**src/rtl/core/mwsl_pkg.sv**
```systemverilog
// Shared constants, register codes and divider handshake types for the wheel speed limiter.
package mwsl_pkg;

  localparam int SPEED_FRAC_BITS = 8;
  localparam int ARM_FRAC_BITS   = 16;

  localparam int VEL_W      = 16;
  localparam int CFG_W      = 16;
  localparam int LIM_W      = 15;
  localparam int WHEEL_W    = 16;
  localparam int IDLE_W     = 17;
  localparam int NUM_WHEELS = 4;
  localparam int WIDX_W     = 2;
  localparam int CFG_IDX_W  = 2;

  localparam int OP_W     = 33;
  localparam int OP_LO_W  = 16;
  localparam int OP_HI_W  = OP_W - OP_LO_W;
  localparam int MUL_B_W  = 16;
  localparam int MUL_P_W  = OP_HI_W + MUL_B_W;
  localparam int LO_P_W   = OP_LO_W + MUL_B_W;
  localparam int PROD_W   = OP_W + MUL_B_W;
  localparam int SHIFT_W  = ARM_FRAC_BITS + SPEED_FRAC_BITS;
  localparam int MAG_W    = PROD_W - SHIFT_W;
  localparam int SX_W     = VEL_W + 1;
  localparam int SUM_W    = OP_W + 1;

  localparam int QUO_W = LIM_W;
  localparam int NUM_W = MAG_W + LIM_W;
  localparam int CNT_W = $clog2(QUO_W + 1);

  localparam logic [CFG_W-1:0]  ARM_RESET     = 16'd20000;
  localparam logic [CFG_W-1:0]  RADIUS_RESET  = 16'd3355;
  localparam logic [LIM_W-1:0]  MAX_RESET     = 15'd12800;
  localparam logic [CFG_W-1:0]  TIMEOUT_RESET = 16'd500;

  typedef enum logic [CFG_IDX_W-1:0] {
    REG_ARM_LENGTH = 2'd0,
    REG_INV_RADIUS = 2'd1,
    REG_MAX_SPEED  = 2'd2,
    REG_TIMEOUT    = 2'd3
  } cfg_reg_e;

  typedef enum logic {
    CMD_VELOCITY = 1'b0,
    CMD_TICK     = 1'b1
  } cmd_e;

  typedef struct packed {
    logic             start;
    logic [NUM_W-1:0] num;
    logic [MAG_W-1:0] den;
  } div_req_t;

  typedef struct packed {
    logic             busy;
    logic             done;
    logic [QUO_W-1:0] quot;
  } div_rsp_t;

endpackage

```
**src/rtl/core/mwsl_if.sv**
```systemverilog
// Command and result channel interfaces of the wheel speed limiter.
interface mwsl_cmd_if;
  logic               valid;
  logic               ready;
  logic               cmd;
  logic signed [15:0] vel_x;
  logic signed [15:0] vel_y;
  logic signed [15:0] yaw_rate;

  modport source (output valid, output cmd, output vel_x, output vel_y, output yaw_rate,
                  input ready);
  modport sink (input valid, input cmd, input vel_x, input vel_y, input yaw_rate,
                output ready);
endinterface

interface mwsl_res_if;
  logic               valid;
  logic               ready;
  logic signed [15:0] wheel_speed_0;
  logic signed [15:0] wheel_speed_1;
  logic signed [15:0] wheel_speed_2;
  logic signed [15:0] wheel_speed_3;
  logic               was_limited;
  logic               timed_out;

  modport source (output valid, output wheel_speed_0, output wheel_speed_1,
                  output wheel_speed_2, output wheel_speed_3, output was_limited,
                  output timed_out, input ready);
  modport sink (input valid, input wheel_speed_0, input wheel_speed_1,
                input wheel_speed_2, input wheel_speed_3, input was_limited,
                input timed_out, output ready);
endinterface

```
**src/rtl/core/mecanum_wheel_speed_limiter.sv**
```systemverilog
// Top level of the mecanum wheel speed limiter with a command watchdog.
//
//   channel    | direction | handshake   | contents
//   cmd_chan_i | in        | valid/ready | cmd, vel_x, vel_y, yaw_rate
//   res_chan_o | out       | valid/ready | wheel_speed_0..3, was_limited, timed_out
//   cfg        | in        | cfg_we_i    | cfg_idx_i, cfg_data_i
//
// A tick transaction passes through the tick and done states before its result is valid.
// A velocity command uses one shared 17x16 multiplier to form a*w and then each wheel in
// three steps. When the limit applies, each wheel adds a rescale product and 15 steps
// of the serial divider.
// Reset is asynchronous and active low; no clearing pass is needed after it.
// One transaction is in flight at a time; a finished result waits in the output register.
module mecanum_wheel_speed_limiter (
  input  logic                           clk_i,
  input  logic                           rst_ni,
  input  logic                           cfg_we_i,
  input  logic [mwsl_pkg::CFG_IDX_W-1:0] cfg_idx_i,
  input  logic [mwsl_pkg::CFG_W-1:0]     cfg_data_i,
  mwsl_cmd_if.sink                       cmd_chan_i,
  mwsl_res_if.source                     res_chan_o
);
  import mwsl_pkg::*;

  typedef enum logic [3:0] {
    ST_IDLE,
    ST_TICK,
    ST_AW,
    ST_SUM,
    ST_MLO,
    ST_MHI,
    ST_PEAK,
    ST_CHECK,
    ST_SLOAD,
    ST_DIV,
    ST_DONE
  } state_e;

  state_e              state_q;
  logic [CFG_W-1:0]    arm_q;
  logic [CFG_W-1:0]    radius_q;
  logic [LIM_W-1:0]    max_q;
  logic [CFG_W-1:0]    timeout_q;

  logic signed [VEL_W-1:0] vx_q;
  logic signed [VEL_W-1:0] vy_q;
  logic                    vw_neg_q;
  logic signed [LO_P_W-1:0] aw_q;
  logic signed [SX_W-1:0]  sxp_q;
  logic signed [SX_W-1:0]  sxm_q;

  logic [OP_W-1:0]     op_q;
  logic [MUL_B_W-1:0]  mulb_q;
  logic [LO_P_W-1:0]   prod_lo_q;
  logic                scale_q;
  logic [WIDX_W-1:0]   widx_q;
  logic [MAG_W-1:0]    mag_q [NUM_WHEELS];
  logic [NUM_WHEELS-1:0] sgn_q;
  logic [MAG_W-1:0]    peak_q;

  logic [WHEEL_W-1:0]  setp_q [NUM_WHEELS];
  logic [IDLE_W-1:0]   idle_q;
  logic                limited_q;
  logic                expired_q;

  logic                res_valid_q;
  logic [WHEEL_W-1:0]  out_w_q [NUM_WHEELS];
  logic                out_lim_q;
  logic                out_to_q;

  logic                cmd_fire;
  logic                res_fire;
  logic [OP_HI_W-1:0]  mul_a;
  logic [MUL_P_W-1:0]  mul_p;
  logic [PROD_W-1:0]   full;
  logic                aw_pos;
  logic signed [SX_W-1:0]  sx_sel;
  logic signed [SUM_W-1:0] aw_ext;
  logic signed [SUM_W-1:0] sx_ext;
  logic signed [SUM_W-1:0] sum;
  logic [SUM_W-1:0]    sum_abs;
  logic [IDLE_W-1:0]   idle_d;
  logic [VEL_W-1:0]    yaw_abs;
  logic [WHEEL_W-1:0]  quot_ext;
  logic [WHEEL_W-1:0]  res_mag [NUM_WHEELS];
  div_req_t            div_req;
  div_rsp_t            div_rsp;

  assign cmd_fire = cmd_chan_i.valid && cmd_chan_i.ready;
  assign res_fire = res_chan_o.valid && res_chan_o.ready;
  assign cmd_chan_i.ready = (state_q == ST_IDLE);

  assign mul_a = (state_q == ST_MHI) ? op_q[OP_W-1:OP_LO_W] : {1'b0, op_q[OP_LO_W-1:0]};
  assign mul_p = {{MUL_B_W{1'b0}}, mul_a} * {{OP_HI_W{1'b0}}, mulb_q};
  assign full  = {mul_p, {OP_LO_W{1'b0}}} + {{(PROD_W-LO_P_W){1'b0}}, prod_lo_q};

  assign aw_pos  = (widx_q[0] == widx_q[1]);
  assign sx_sel  = widx_q[0] ? sxm_q : sxp_q;
  assign aw_ext  = {{(SUM_W-LO_P_W){aw_q[LO_P_W-1]}}, aw_q};
  assign sx_ext  = {{(SUM_W-SX_W-ARM_FRAC_BITS){sx_sel[SX_W-1]}}, sx_sel,
                    {ARM_FRAC_BITS{1'b0}}};
  assign sum     = aw_pos ? (sx_ext + aw_ext) : (sx_ext - aw_ext);
  assign sum_abs = sum[SUM_W-1] ? SUM_W'(-sum) : SUM_W'(sum);

  assign idle_d   = (idle_q == '1) ? idle_q : idle_q + 1'b1;
  assign yaw_abs  = cmd_chan_i.yaw_rate[VEL_W-1] ? VEL_W'(-cmd_chan_i.yaw_rate)
                                                 : VEL_W'(cmd_chan_i.yaw_rate);
  assign quot_ext = {{(WHEEL_W-QUO_W){1'b0}}, div_rsp.quot};

  assign div_req.start = (state_q == ST_MHI) && scale_q;
  assign div_req.num   = full[NUM_W-1:0];
  assign div_req.den   = peak_q;

  mwsl_divider u_divider (
    .clk_i  (clk_i),
    .rst_ni (rst_ni),
    .req_i  (div_req),
    .rsp_o  (div_rsp)
  );

  always_ff @(posedge clk_i or negedge rst_ni) begin
    if (!rst_ni) begin
      arm_q     <= ARM_RESET;
      radius_q  <= RADIUS_RESET;
      max_q     <= MAX_RESET;
      timeout_q <= TIMEOUT_RESET;
    end else if (cfg_we_i) begin
      unique case (cfg_reg_e'(cfg_idx_i))
        REG_ARM_LENGTH: arm_q     <= cfg_data_i;
        REG_INV_RADIUS: radius_q  <= cfg_data_i;
        REG_MAX_SPEED:  max_q     <= cfg_data_i[LIM_W-1:0];
        REG_TIMEOUT:    timeout_q <= cfg_data_i;
        default: ;
      endcase
    end
  end

  always_ff @(posedge clk_i or negedge rst_ni) begin
    if (!rst_ni) begin
      state_q     <= ST_IDLE;
      vx_q        <= '0;
      vy_q        <= '0;
      vw_neg_q    <= 1'b0;
      aw_q        <= '0;
      sxp_q       <= '0;
      sxm_q       <= '0;
      op_q        <= '0;
      mulb_q      <= '0;
      prod_lo_q   <= '0;
      scale_q     <= 1'b0;
      widx_q      <= '0;
      sgn_q       <= '0;
      peak_q      <= '0;
      idle_q      <= '0;
      limited_q   <= 1'b0;
      expired_q   <= 1'b0;
      res_valid_q <= 1'b0;
      out_lim_q   <= 1'b0;
      out_to_q    <= 1'b0;
      for (int i = 0; i < NUM_WHEELS; i++) begin
        mag_q[i]   <= '0;
        setp_q[i]  <= '0;
        out_w_q[i] <= '0;
      end
    end else begin
      if (res_fire && state_q != ST_DONE) begin
        res_valid_q <= 1'b0;
      end
      unique case (state_q)
        ST_IDLE: begin
          if (cmd_fire) begin
            limited_q <= 1'b0;
            if (cmd_e'(cmd_chan_i.cmd) == CMD_TICK) begin
              state_q <= ST_TICK;
            end else begin
              vx_q      <= cmd_chan_i.vel_x;
              vy_q      <= cmd_chan_i.vel_y;
              vw_neg_q  <= cmd_chan_i.yaw_rate[VEL_W-1];
              op_q      <= {{(OP_W-VEL_W){1'b0}}, yaw_abs};
              mulb_q    <= arm_q;
              scale_q   <= 1'b0;
              idle_q    <= '0;
              expired_q <= 1'b0;
              state_q   <= ST_AW;
            end
          end
        end
        ST_TICK: begin
          idle_q <= idle_d;
          if (idle_d > {{(IDLE_W-CFG_W){1'b0}}, timeout_q}) begin
            expired_q <= 1'b1;
            for (int i = 0; i < NUM_WHEELS; i++) begin
              setp_q[i] <= '0;
            end
          end else begin
            expired_q <= 1'b0;
          end
          state_q <= ST_DONE;
        end
        ST_AW: begin
          aw_q    <= vw_neg_q ? -$signed(mul_p[LO_P_W-1:0]) : $signed(mul_p[LO_P_W-1:0]);
          sxp_q   <= SX_W'(vx_q) + SX_W'(vy_q);
          sxm_q   <= SX_W'(vx_q) - SX_W'(vy_q);
          mulb_q  <= radius_q;
          peak_q  <= '0;
          widx_q  <= '0;
          state_q <= ST_SUM;
        end
        ST_SUM: begin
          op_q          <= sum_abs[OP_W-1:0];
          sgn_q[widx_q] <= sum[SUM_W-1] ^ aw_pos;
          state_q       <= ST_MLO;
        end
        ST_MLO: begin
          prod_lo_q <= mul_p[LO_P_W-1:0];
          state_q   <= ST_MHI;
        end
        ST_MHI: begin
          if (scale_q) begin
            state_q <= ST_DIV;
          end else begin
            mag_q[widx_q] <= full[PROD_W-1:SHIFT_W];
            widx_q        <= widx_q + 1'b1;
            state_q       <= (widx_q == WIDX_W'(NUM_WHEELS - 1)) ? ST_PEAK : ST_SUM;
          end
        end
        ST_PEAK: begin
          if (mag_q[widx_q] > peak_q) begin
            peak_q <= mag_q[widx_q];
          end
          widx_q <= widx_q + 1'b1;
          if (widx_q == WIDX_W'(NUM_WHEELS - 1)) begin
            state_q <= ST_CHECK;
          end
        end
        ST_CHECK: begin
          if (peak_q > {{(MAG_W-LIM_W){1'b0}}, max_q}) begin
            limited_q <= 1'b1;
            widx_q    <= '0;
            state_q   <= ST_SLOAD;
          end else begin
            for (int i = 0; i < NUM_WHEELS; i++) begin
              setp_q[i] <= sgn_q[i] ? (~mag_q[i][WHEEL_W-1:0] + 1'b1)
                                    : mag_q[i][WHEEL_W-1:0];
            end
            state_q <= ST_DONE;
          end
        end
        ST_SLOAD: begin
          op_q    <= {{(OP_W-MAG_W){1'b0}}, mag_q[widx_q]};
          mulb_q  <= {{(MUL_B_W-LIM_W){1'b0}}, max_q};
          scale_q <= 1'b1;
          state_q <= ST_MLO;
        end
        ST_DIV: begin
          if (div_rsp.done) begin
            setp_q[widx_q] <= sgn_q[widx_q] ? (~quot_ext + 1'b1) : quot_ext;
            widx_q         <= widx_q + 1'b1;
            state_q        <= (widx_q == WIDX_W'(NUM_WHEELS - 1)) ? ST_DONE : ST_SLOAD;
          end
        end
        ST_DONE: begin
          if (!res_valid_q || res_chan_o.ready) begin
            res_valid_q <= 1'b1;
            out_lim_q   <= limited_q;
            out_to_q    <= expired_q;
            for (int i = 0; i < NUM_WHEELS; i++) begin
              out_w_q[i] <= setp_q[i];
            end
            state_q <= ST_IDLE;
          end
        end
        default: state_q <= ST_IDLE;
      endcase
    end
  end

  assign res_chan_o.valid         = res_valid_q;
  assign res_chan_o.wheel_speed_0 = out_w_q[0];
  assign res_chan_o.wheel_speed_1 = out_w_q[1];
  assign res_chan_o.wheel_speed_2 = out_w_q[2];
  assign res_chan_o.wheel_speed_3 = out_w_q[3];
  assign res_chan_o.was_limited   = out_lim_q;
  assign res_chan_o.timed_out     = out_to_q;

  always_comb begin
    for (int i = 0; i < NUM_WHEELS; i++) begin
      res_mag[i] = out_w_q[i][WHEEL_W-1] ? (~out_w_q[i] + 1'b1) : out_w_q[i];
    end
  end

  a_limited_within_max: assert property (@(posedge clk_i) disable iff (!rst_ni)
    res_valid_q && out_lim_q |->
      res_mag[0] <= WHEEL_W'(max_q) && res_mag[1] <= WHEEL_W'(max_q) &&
      res_mag[2] <= WHEEL_W'(max_q) && res_mag[3] <= WHEEL_W'(max_q))
    else $error("limited result exceeds the speed limit");

  a_timeout_zeroes: assert property (@(posedge clk_i) disable iff (!rst_ni)
    res_valid_q && out_to_q |->
      !out_lim_q && out_w_q[0] == '0 && out_w_q[1] == '0 &&
      out_w_q[2] == '0 && out_w_q[3] == '0)
    else $error("timed out result carries nonzero speeds or a limit flag");

  a_div_start_idle: assert property (@(posedge clk_i) disable iff (!rst_ni)
    div_req.start |-> !div_rsp.busy && state_q == ST_MHI)
    else $error("divider started while busy");

  a_peak_is_max: assert property (@(posedge clk_i) disable iff (!rst_ni)
    state_q == ST_CHECK |->
      peak_q >= mag_q[0] && peak_q >= mag_q[1] &&
      peak_q >= mag_q[2] && peak_q >= mag_q[3])
    else $error("peak magnitude below a wheel magnitude");

endmodule

```
**src/rtl/core/mwsl_divider.sv**
```systemverilog
// Restoring radix-2 divider that produces one quotient bit per cycle.
module mwsl_divider (
  input  logic               clk_i,
  input  logic               rst_ni,
  input  mwsl_pkg::div_req_t req_i,
  output mwsl_pkg::div_rsp_t rsp_o
);
  import mwsl_pkg::*;

  logic [MAG_W-1:0] rem_q;
  logic [MAG_W-1:0] den_q;
  logic [QUO_W-1:0] quo_q;
  logic [CNT_W-1:0] cnt_q;
  logic             busy_q;
  logic             done_q;
  logic [MAG_W:0]   trial;
  logic [MAG_W:0]   diff;
  logic             fits;

  assign trial = {rem_q, quo_q[QUO_W-1]};
  assign diff  = trial - {1'b0, den_q};
  assign fits  = ~diff[MAG_W];

  always_ff @(posedge clk_i or negedge rst_ni) begin
    if (!rst_ni) begin
      busy_q <= 1'b0;
      done_q <= 1'b0;
      cnt_q  <= '0;
    end else begin
      done_q <= 1'b0;
      if (req_i.start) begin
        busy_q <= 1'b1;
        cnt_q  <= CNT_W'(QUO_W);
      end else if (busy_q) begin
        cnt_q <= cnt_q - 1'b1;
        if (cnt_q == CNT_W'(1)) begin
          busy_q <= 1'b0;
          done_q <= 1'b1;
        end
      end
    end
  end

  always_ff @(posedge clk_i) begin
    if (req_i.start) begin
      rem_q <= req_i.num[NUM_W-1:QUO_W];
      quo_q <= req_i.num[QUO_W-1:0];
      den_q <= req_i.den;
    end else if (busy_q) begin
      rem_q <= fits ? diff[MAG_W-1:0] : trial[MAG_W-1:0];
      quo_q <= {quo_q[QUO_W-2:0], fits};
    end
  end

  assign rsp_o.busy = busy_q;
  assign rsp_o.done = done_q;
  assign rsp_o.quot = quo_q;

endmodule
```
**src/flat_wrapper.sv**
```systemverilog
// flat-port wrapper written by rule: the top's interface ports become plain ports
module mecanum_wheel_speed_limiter_flat import mwsl_pkg::*;
  (clk_i, rst_ni, cfg_we_i, cfg_idx_i, cfg_data_i, cmd_chan_i_valid, cmd_chan_i_cmd, cmd_chan_i_vel_x, cmd_chan_i_vel_y, cmd_chan_i_yaw_rate, cmd_chan_i_ready, res_chan_o_valid, res_chan_o_wheel_speed_0, res_chan_o_wheel_speed_1, res_chan_o_wheel_speed_2, res_chan_o_wheel_speed_3, res_chan_o_was_limited, res_chan_o_timed_out, res_chan_o_ready);
  mwsl_cmd_if cmd_chan_i_i ();
  mwsl_res_if res_chan_o_i ();
  input  logic clk_i;
  input  logic rst_ni;
  input  logic cfg_we_i;
  input  logic [mwsl_pkg::CFG_IDX_W-1:0] cfg_idx_i;
  input  logic [mwsl_pkg::CFG_W-1:0] cfg_data_i;
  input wire logic [$bits(cmd_chan_i_i.valid)-1:0] cmd_chan_i_valid;
  input wire logic [$bits(cmd_chan_i_i.cmd)-1:0] cmd_chan_i_cmd;
  input wire logic [$bits(cmd_chan_i_i.vel_x)-1:0] cmd_chan_i_vel_x;
  input wire logic [$bits(cmd_chan_i_i.vel_y)-1:0] cmd_chan_i_vel_y;
  input wire logic [$bits(cmd_chan_i_i.yaw_rate)-1:0] cmd_chan_i_yaw_rate;
  output wire logic [$bits(cmd_chan_i_i.ready)-1:0] cmd_chan_i_ready;
  output wire logic [$bits(res_chan_o_i.valid)-1:0] res_chan_o_valid;
  output wire logic [$bits(res_chan_o_i.wheel_speed_0)-1:0] res_chan_o_wheel_speed_0;
  output wire logic [$bits(res_chan_o_i.wheel_speed_1)-1:0] res_chan_o_wheel_speed_1;
  output wire logic [$bits(res_chan_o_i.wheel_speed_2)-1:0] res_chan_o_wheel_speed_2;
  output wire logic [$bits(res_chan_o_i.wheel_speed_3)-1:0] res_chan_o_wheel_speed_3;
  output wire logic [$bits(res_chan_o_i.was_limited)-1:0] res_chan_o_was_limited;
  output wire logic [$bits(res_chan_o_i.timed_out)-1:0] res_chan_o_timed_out;
  input wire logic [$bits(res_chan_o_i.ready)-1:0] res_chan_o_ready;
  assign cmd_chan_i_i.valid = cmd_chan_i_valid;
  assign cmd_chan_i_i.cmd = cmd_chan_i_cmd;
  assign cmd_chan_i_i.vel_x = cmd_chan_i_vel_x;
  assign cmd_chan_i_i.vel_y = cmd_chan_i_vel_y;
  assign cmd_chan_i_i.yaw_rate = cmd_chan_i_yaw_rate;
  assign cmd_chan_i_ready = cmd_chan_i_i.ready;
  assign res_chan_o_valid = res_chan_o_i.valid;
  assign res_chan_o_wheel_speed_0 = res_chan_o_i.wheel_speed_0;
  assign res_chan_o_wheel_speed_1 = res_chan_o_i.wheel_speed_1;
  assign res_chan_o_wheel_speed_2 = res_chan_o_i.wheel_speed_2;
  assign res_chan_o_wheel_speed_3 = res_chan_o_i.wheel_speed_3;
  assign res_chan_o_was_limited = res_chan_o_i.was_limited;
  assign res_chan_o_timed_out = res_chan_o_i.timed_out;
  assign res_chan_o_i.ready = res_chan_o_ready;
  mecanum_wheel_speed_limiter u_core (.clk_i(clk_i), .rst_ni(rst_ni), .cfg_we_i(cfg_we_i), .cfg_idx_i(cfg_idx_i), .cfg_data_i(cfg_data_i), .cmd_chan_i(cmd_chan_i_i), .res_chan_o(res_chan_o_i));
endmodule
```
**config.mk**
```make
export PLATFORM = sky130hd
export DESIGN_NAME = mecanum_wheel_speed_limiter_flat
export DESIGN_NICKNAME = d
export VERILOG_FILES = /design/src/rtl/core/mwsl_pkg.sv /design/src/rtl/core/mwsl_if.sv /design/src/rtl/core/mecanum_wheel_speed_limiter.sv /design/src/rtl/core/mwsl_divider.sv /design/src/flat_wrapper.sv
export SDC_FILE = /design/constraint.sdc
export NUM_CORES = 2
export LEC_CHECK = 0
export ABC_AREA = 1
export BUFFER_PORTS_ARGS = -buffer_cell sky130_fd_sc_hd__clkbuf_2
export CORE_UTILIZATION = 60
export CTS_CLUSTER_SIZE = 28
export DETAILED_ROUTE_END_ITERATION = 16
export PLACE_DENSITY = 0.73
export SLEW_MARGIN = 20
export SYNTH_ARGS = -nofsm -noshare
export SYNTH_HDL_FRONTEND = slang
export SYNTH_SLANG_ARGS = --single-unit
```
**constraint.sdc**
```tcl
create_clock -name clk_i -period 10 [get_ports clk_i]
set_clock_uncertainty 0.1 [all_clocks]
set_input_delay 1 -clock clk_i [delete_from_list [all_inputs] [get_ports clk_i]]
set_output_delay 1 -clock clk_i [all_outputs]
set_load 0.02 [all_outputs]
```
==> impl_metrics.ini <==
[placed_design]
place.gp.congestion = 1.04
portBuffers = 139
detailed_place_hpwl_um = 126000

[detailed_routing]
drt_wl_total_um = 161000
dr_total_vias = 44067
drtIter0Drc = 4473
post_drt_wl_per_cell_um = 21.2
drc_errors = 0
dr.pass1.iters = 6
ant_nets = 0
vias_per_cell = 5.79

[cells_and_area]
num-nets-final = 7079
seqCellArea_um2 = 15300
multi_input_area_um2 = 27500
syn2layout_area_growth_pct = 8.80
num-fill-cells = 6951
final_common_cell = nand2_1
final_cell_mix = nand2_1, inv_1, o21ai_0
drive_above_1_share = 0.0725

[worst_setup_path]
timing.rr.end = u_core.u_divider.rem_q[19]
worstPathArrival_ns = 9.86
reg2reg_from = u_core.state_q[3]
r2r_slack_ns = 0.43
critical_path_depth = 30
crit_buf_inv = 7
start_kind = register
cp.required_ns = 10.29
cp-end-kind = register
crit_top_cell = inv_1
path_delay_family = adder cells
crit_path_top_delay_cell = o21ai_0
setup.worst_path.end = u_core.u_divider.rem_q[19]
slowest_delay_ns = 0.63
critPathLaunch = u_core.state_q[3]
r2r_cells = 30
worst-path-max-fanout = 12
path_class = reg -> reg

[global_routing]
grt_remaining_overflow = 0
grt_pass1_vias = 41593
grt.total_usage = 0.409
grt_use_met1 = 0.514
grt_max_degree = 144
grtUsageMet3 = 0.0931
grt.met2_usage = 0.630
grt_pass1_wl_um = 246000
antenna_found_initial = 5
grt.busiest_layer = met2

[floorplanning]
die_h_um = 283
core_um2 = 77700
fp-row-count = 102
ios = 140
die_area_um2 = 79900
die-width_um = 283
start_util = 0.608

[logic_synthesis]
synth_top_family_by_area = simple AND/OR/NAND/NOR gates
synth.distinct_cells = 60
synth_edf_count = 65
syn_area_per_cell_um2 = 7.30
synth_compound_area_frac = 0.128
ys_async_sr_fraction = 0.891
synth_top_area_cell = dfrtp_1
syn_inst = 6475
synth_flop_cell = dfrtp_1
ys_seq_area_frac = 0.324
yosys.area_share.simple = 0.251
synth_area_um2 = 47300
synth_area_leaders = dfrtp_1, nand2_1, fa_1
syn-num-nets = 7044
yosysWarnings = 0
synth_xor_xnor_area_share = 0.0217
ys_seq_elements = 599
netlist.area_leader.share = 0.271
synth_mux_area_frac = 0.0133
synthAdderAreaFrac = 0.165

[flow_run]
max_cap_violations = 0

[clock_network]
clkSinkCount = 599
post_cts_buffers = 0
postCtsHoldBufs = 0
numCtsBuffers = 70
cts_resized = 0
clockBufferDepth = 3
htree_levels = 3
clk_pin_slew_ns = 0.06
clk-insertion-delay-late_ns = 0.66
clock-root-buffer = clkbuf_16
tritoncts = done

[sta]
fin_crit_sh = 0.957
worst_pin_slew_ns = 1.33
tns_ns = 0
max_freq_ghz = 0.105
slew_violations = 0
layout_min_cycle_time_ns = 9.57
rsz0062_at_grt = false
setup_viol = 0
worst_slew_margin_rel = 0.101
hold_viol_final = 0

[status]
status = finished clean

[min_path]
hold_path.class = in -> async
-- cells by family after synthesis --
| family | after synthesis |
|---|---|
| buffers and inverters | 1204 |
| AND/OR/NAND/NOR | 2904 |
| AO/OA/AOI/OAI | 1104 |
| multiplexers | 56 |
| flip-flops | 599 |
| adder cells (fa/ha/maj) | 497 |
| XOR/XNOR | 111 |
-- synth_stat cells (4+ instances only) --
cell	count
nor4_1	14
edfxtp_1	65
and2_1	4
dfrtp_1	513
or2_2	28
nand2_2	11
clkbuf_1	191
fa_1	213
dfstp_2	21
ha_1	284
o22ai_1	40
o21ai_0	628
a21oi_1	242
o211ai_1	20
xnor2_1	16
inv_1	951
o21ai_1	17
a32oi_1	8
o21ai_2	6
a21o_1	12
nor2_2	8
a31oi_1	21
o31ai_1	15
inv_2	5
nand2_1	1743
nand3_1	366
mux2_2	56
nor2_1	582
nand4_1	66
clkinv_1	17
buf_2	22
buf_1	18
a21boi_0	8
a211oi_1	11
a22oi_1	14
a22o_1	5
nor3_1	60
xor2_1	91
nand3b_1	11
o21bai_1	14
a221oi_1	12
o21a_1	19
-- area by class of cell --
type | count | area share
Multi-Input combinational cell | 4672 | 0.534
Sequential cell | 599 | 0.298
Inverter | 973 | 0.0710
Clock buffer | 96 | 0.0391
Tap cell | 1040 | 0.0253
Timing Repair Buffer | 194 | 0.0223
Clock inverter | 33 | 0.00987
Antenna cell | 6 | 0.000292
-- state kept, by name, indices dropped and copies added, names as in the netlist, 25 cells and up --
register	count
u_core.mag_q	100
u_core.setp_q	64
u_core.op_q	33
u_core.aw_q	32
u_core.prod_lo_q	32
u_core.peak_q	25
u_core.u_divider.den_q	25
u_core.u_divider.rem_q	25
-- metal layers --
layer  vias to the layer above  share of wire
met1                     20725           0.39
li1                      20796              -
met4                         2          0.079
met2                      2008           0.44
met3                       536          0.089
met5                         -       0.000081
-- worst min path at each step --
stage	end	slack, ns	cells after the start
after floorplan	u_core.u_divider.den_q[16]	0.32	0
after global placement	u_core.u_divider.den_q[22]	0.33	0
after detailed placement	u_core.u_divider.den_q[22]	0.34	0
after CTS	u_core.mag_q[71]	0.28	1
after global routing	u_core.mag_q[71]	0.33	1
final	u_core.mag_q[71]	0.26	1
-- metrics by stage --
step           utilization  setup WS [ns]  hold slack (ns)  std cells  cell area [µm²]
6_report             0.662          0.431            0.264       7613            51500
5_1_grt              0.662        0.00853            0.334       7610            51400
4_1_cts              0.661          0.692            0.282       7607            51400
3_5_place_dp         0.629          0.670            0.337       7478            48900
3_3_place_gp         0.629          0.785            0.335       7478            48900
2_1_floorplan            -           2.37            0.325       6475            47300
Power is left out: the tool's default activity adds up to more than one toggle a clock period on the data nets, which glitch-free logic cannot reach.
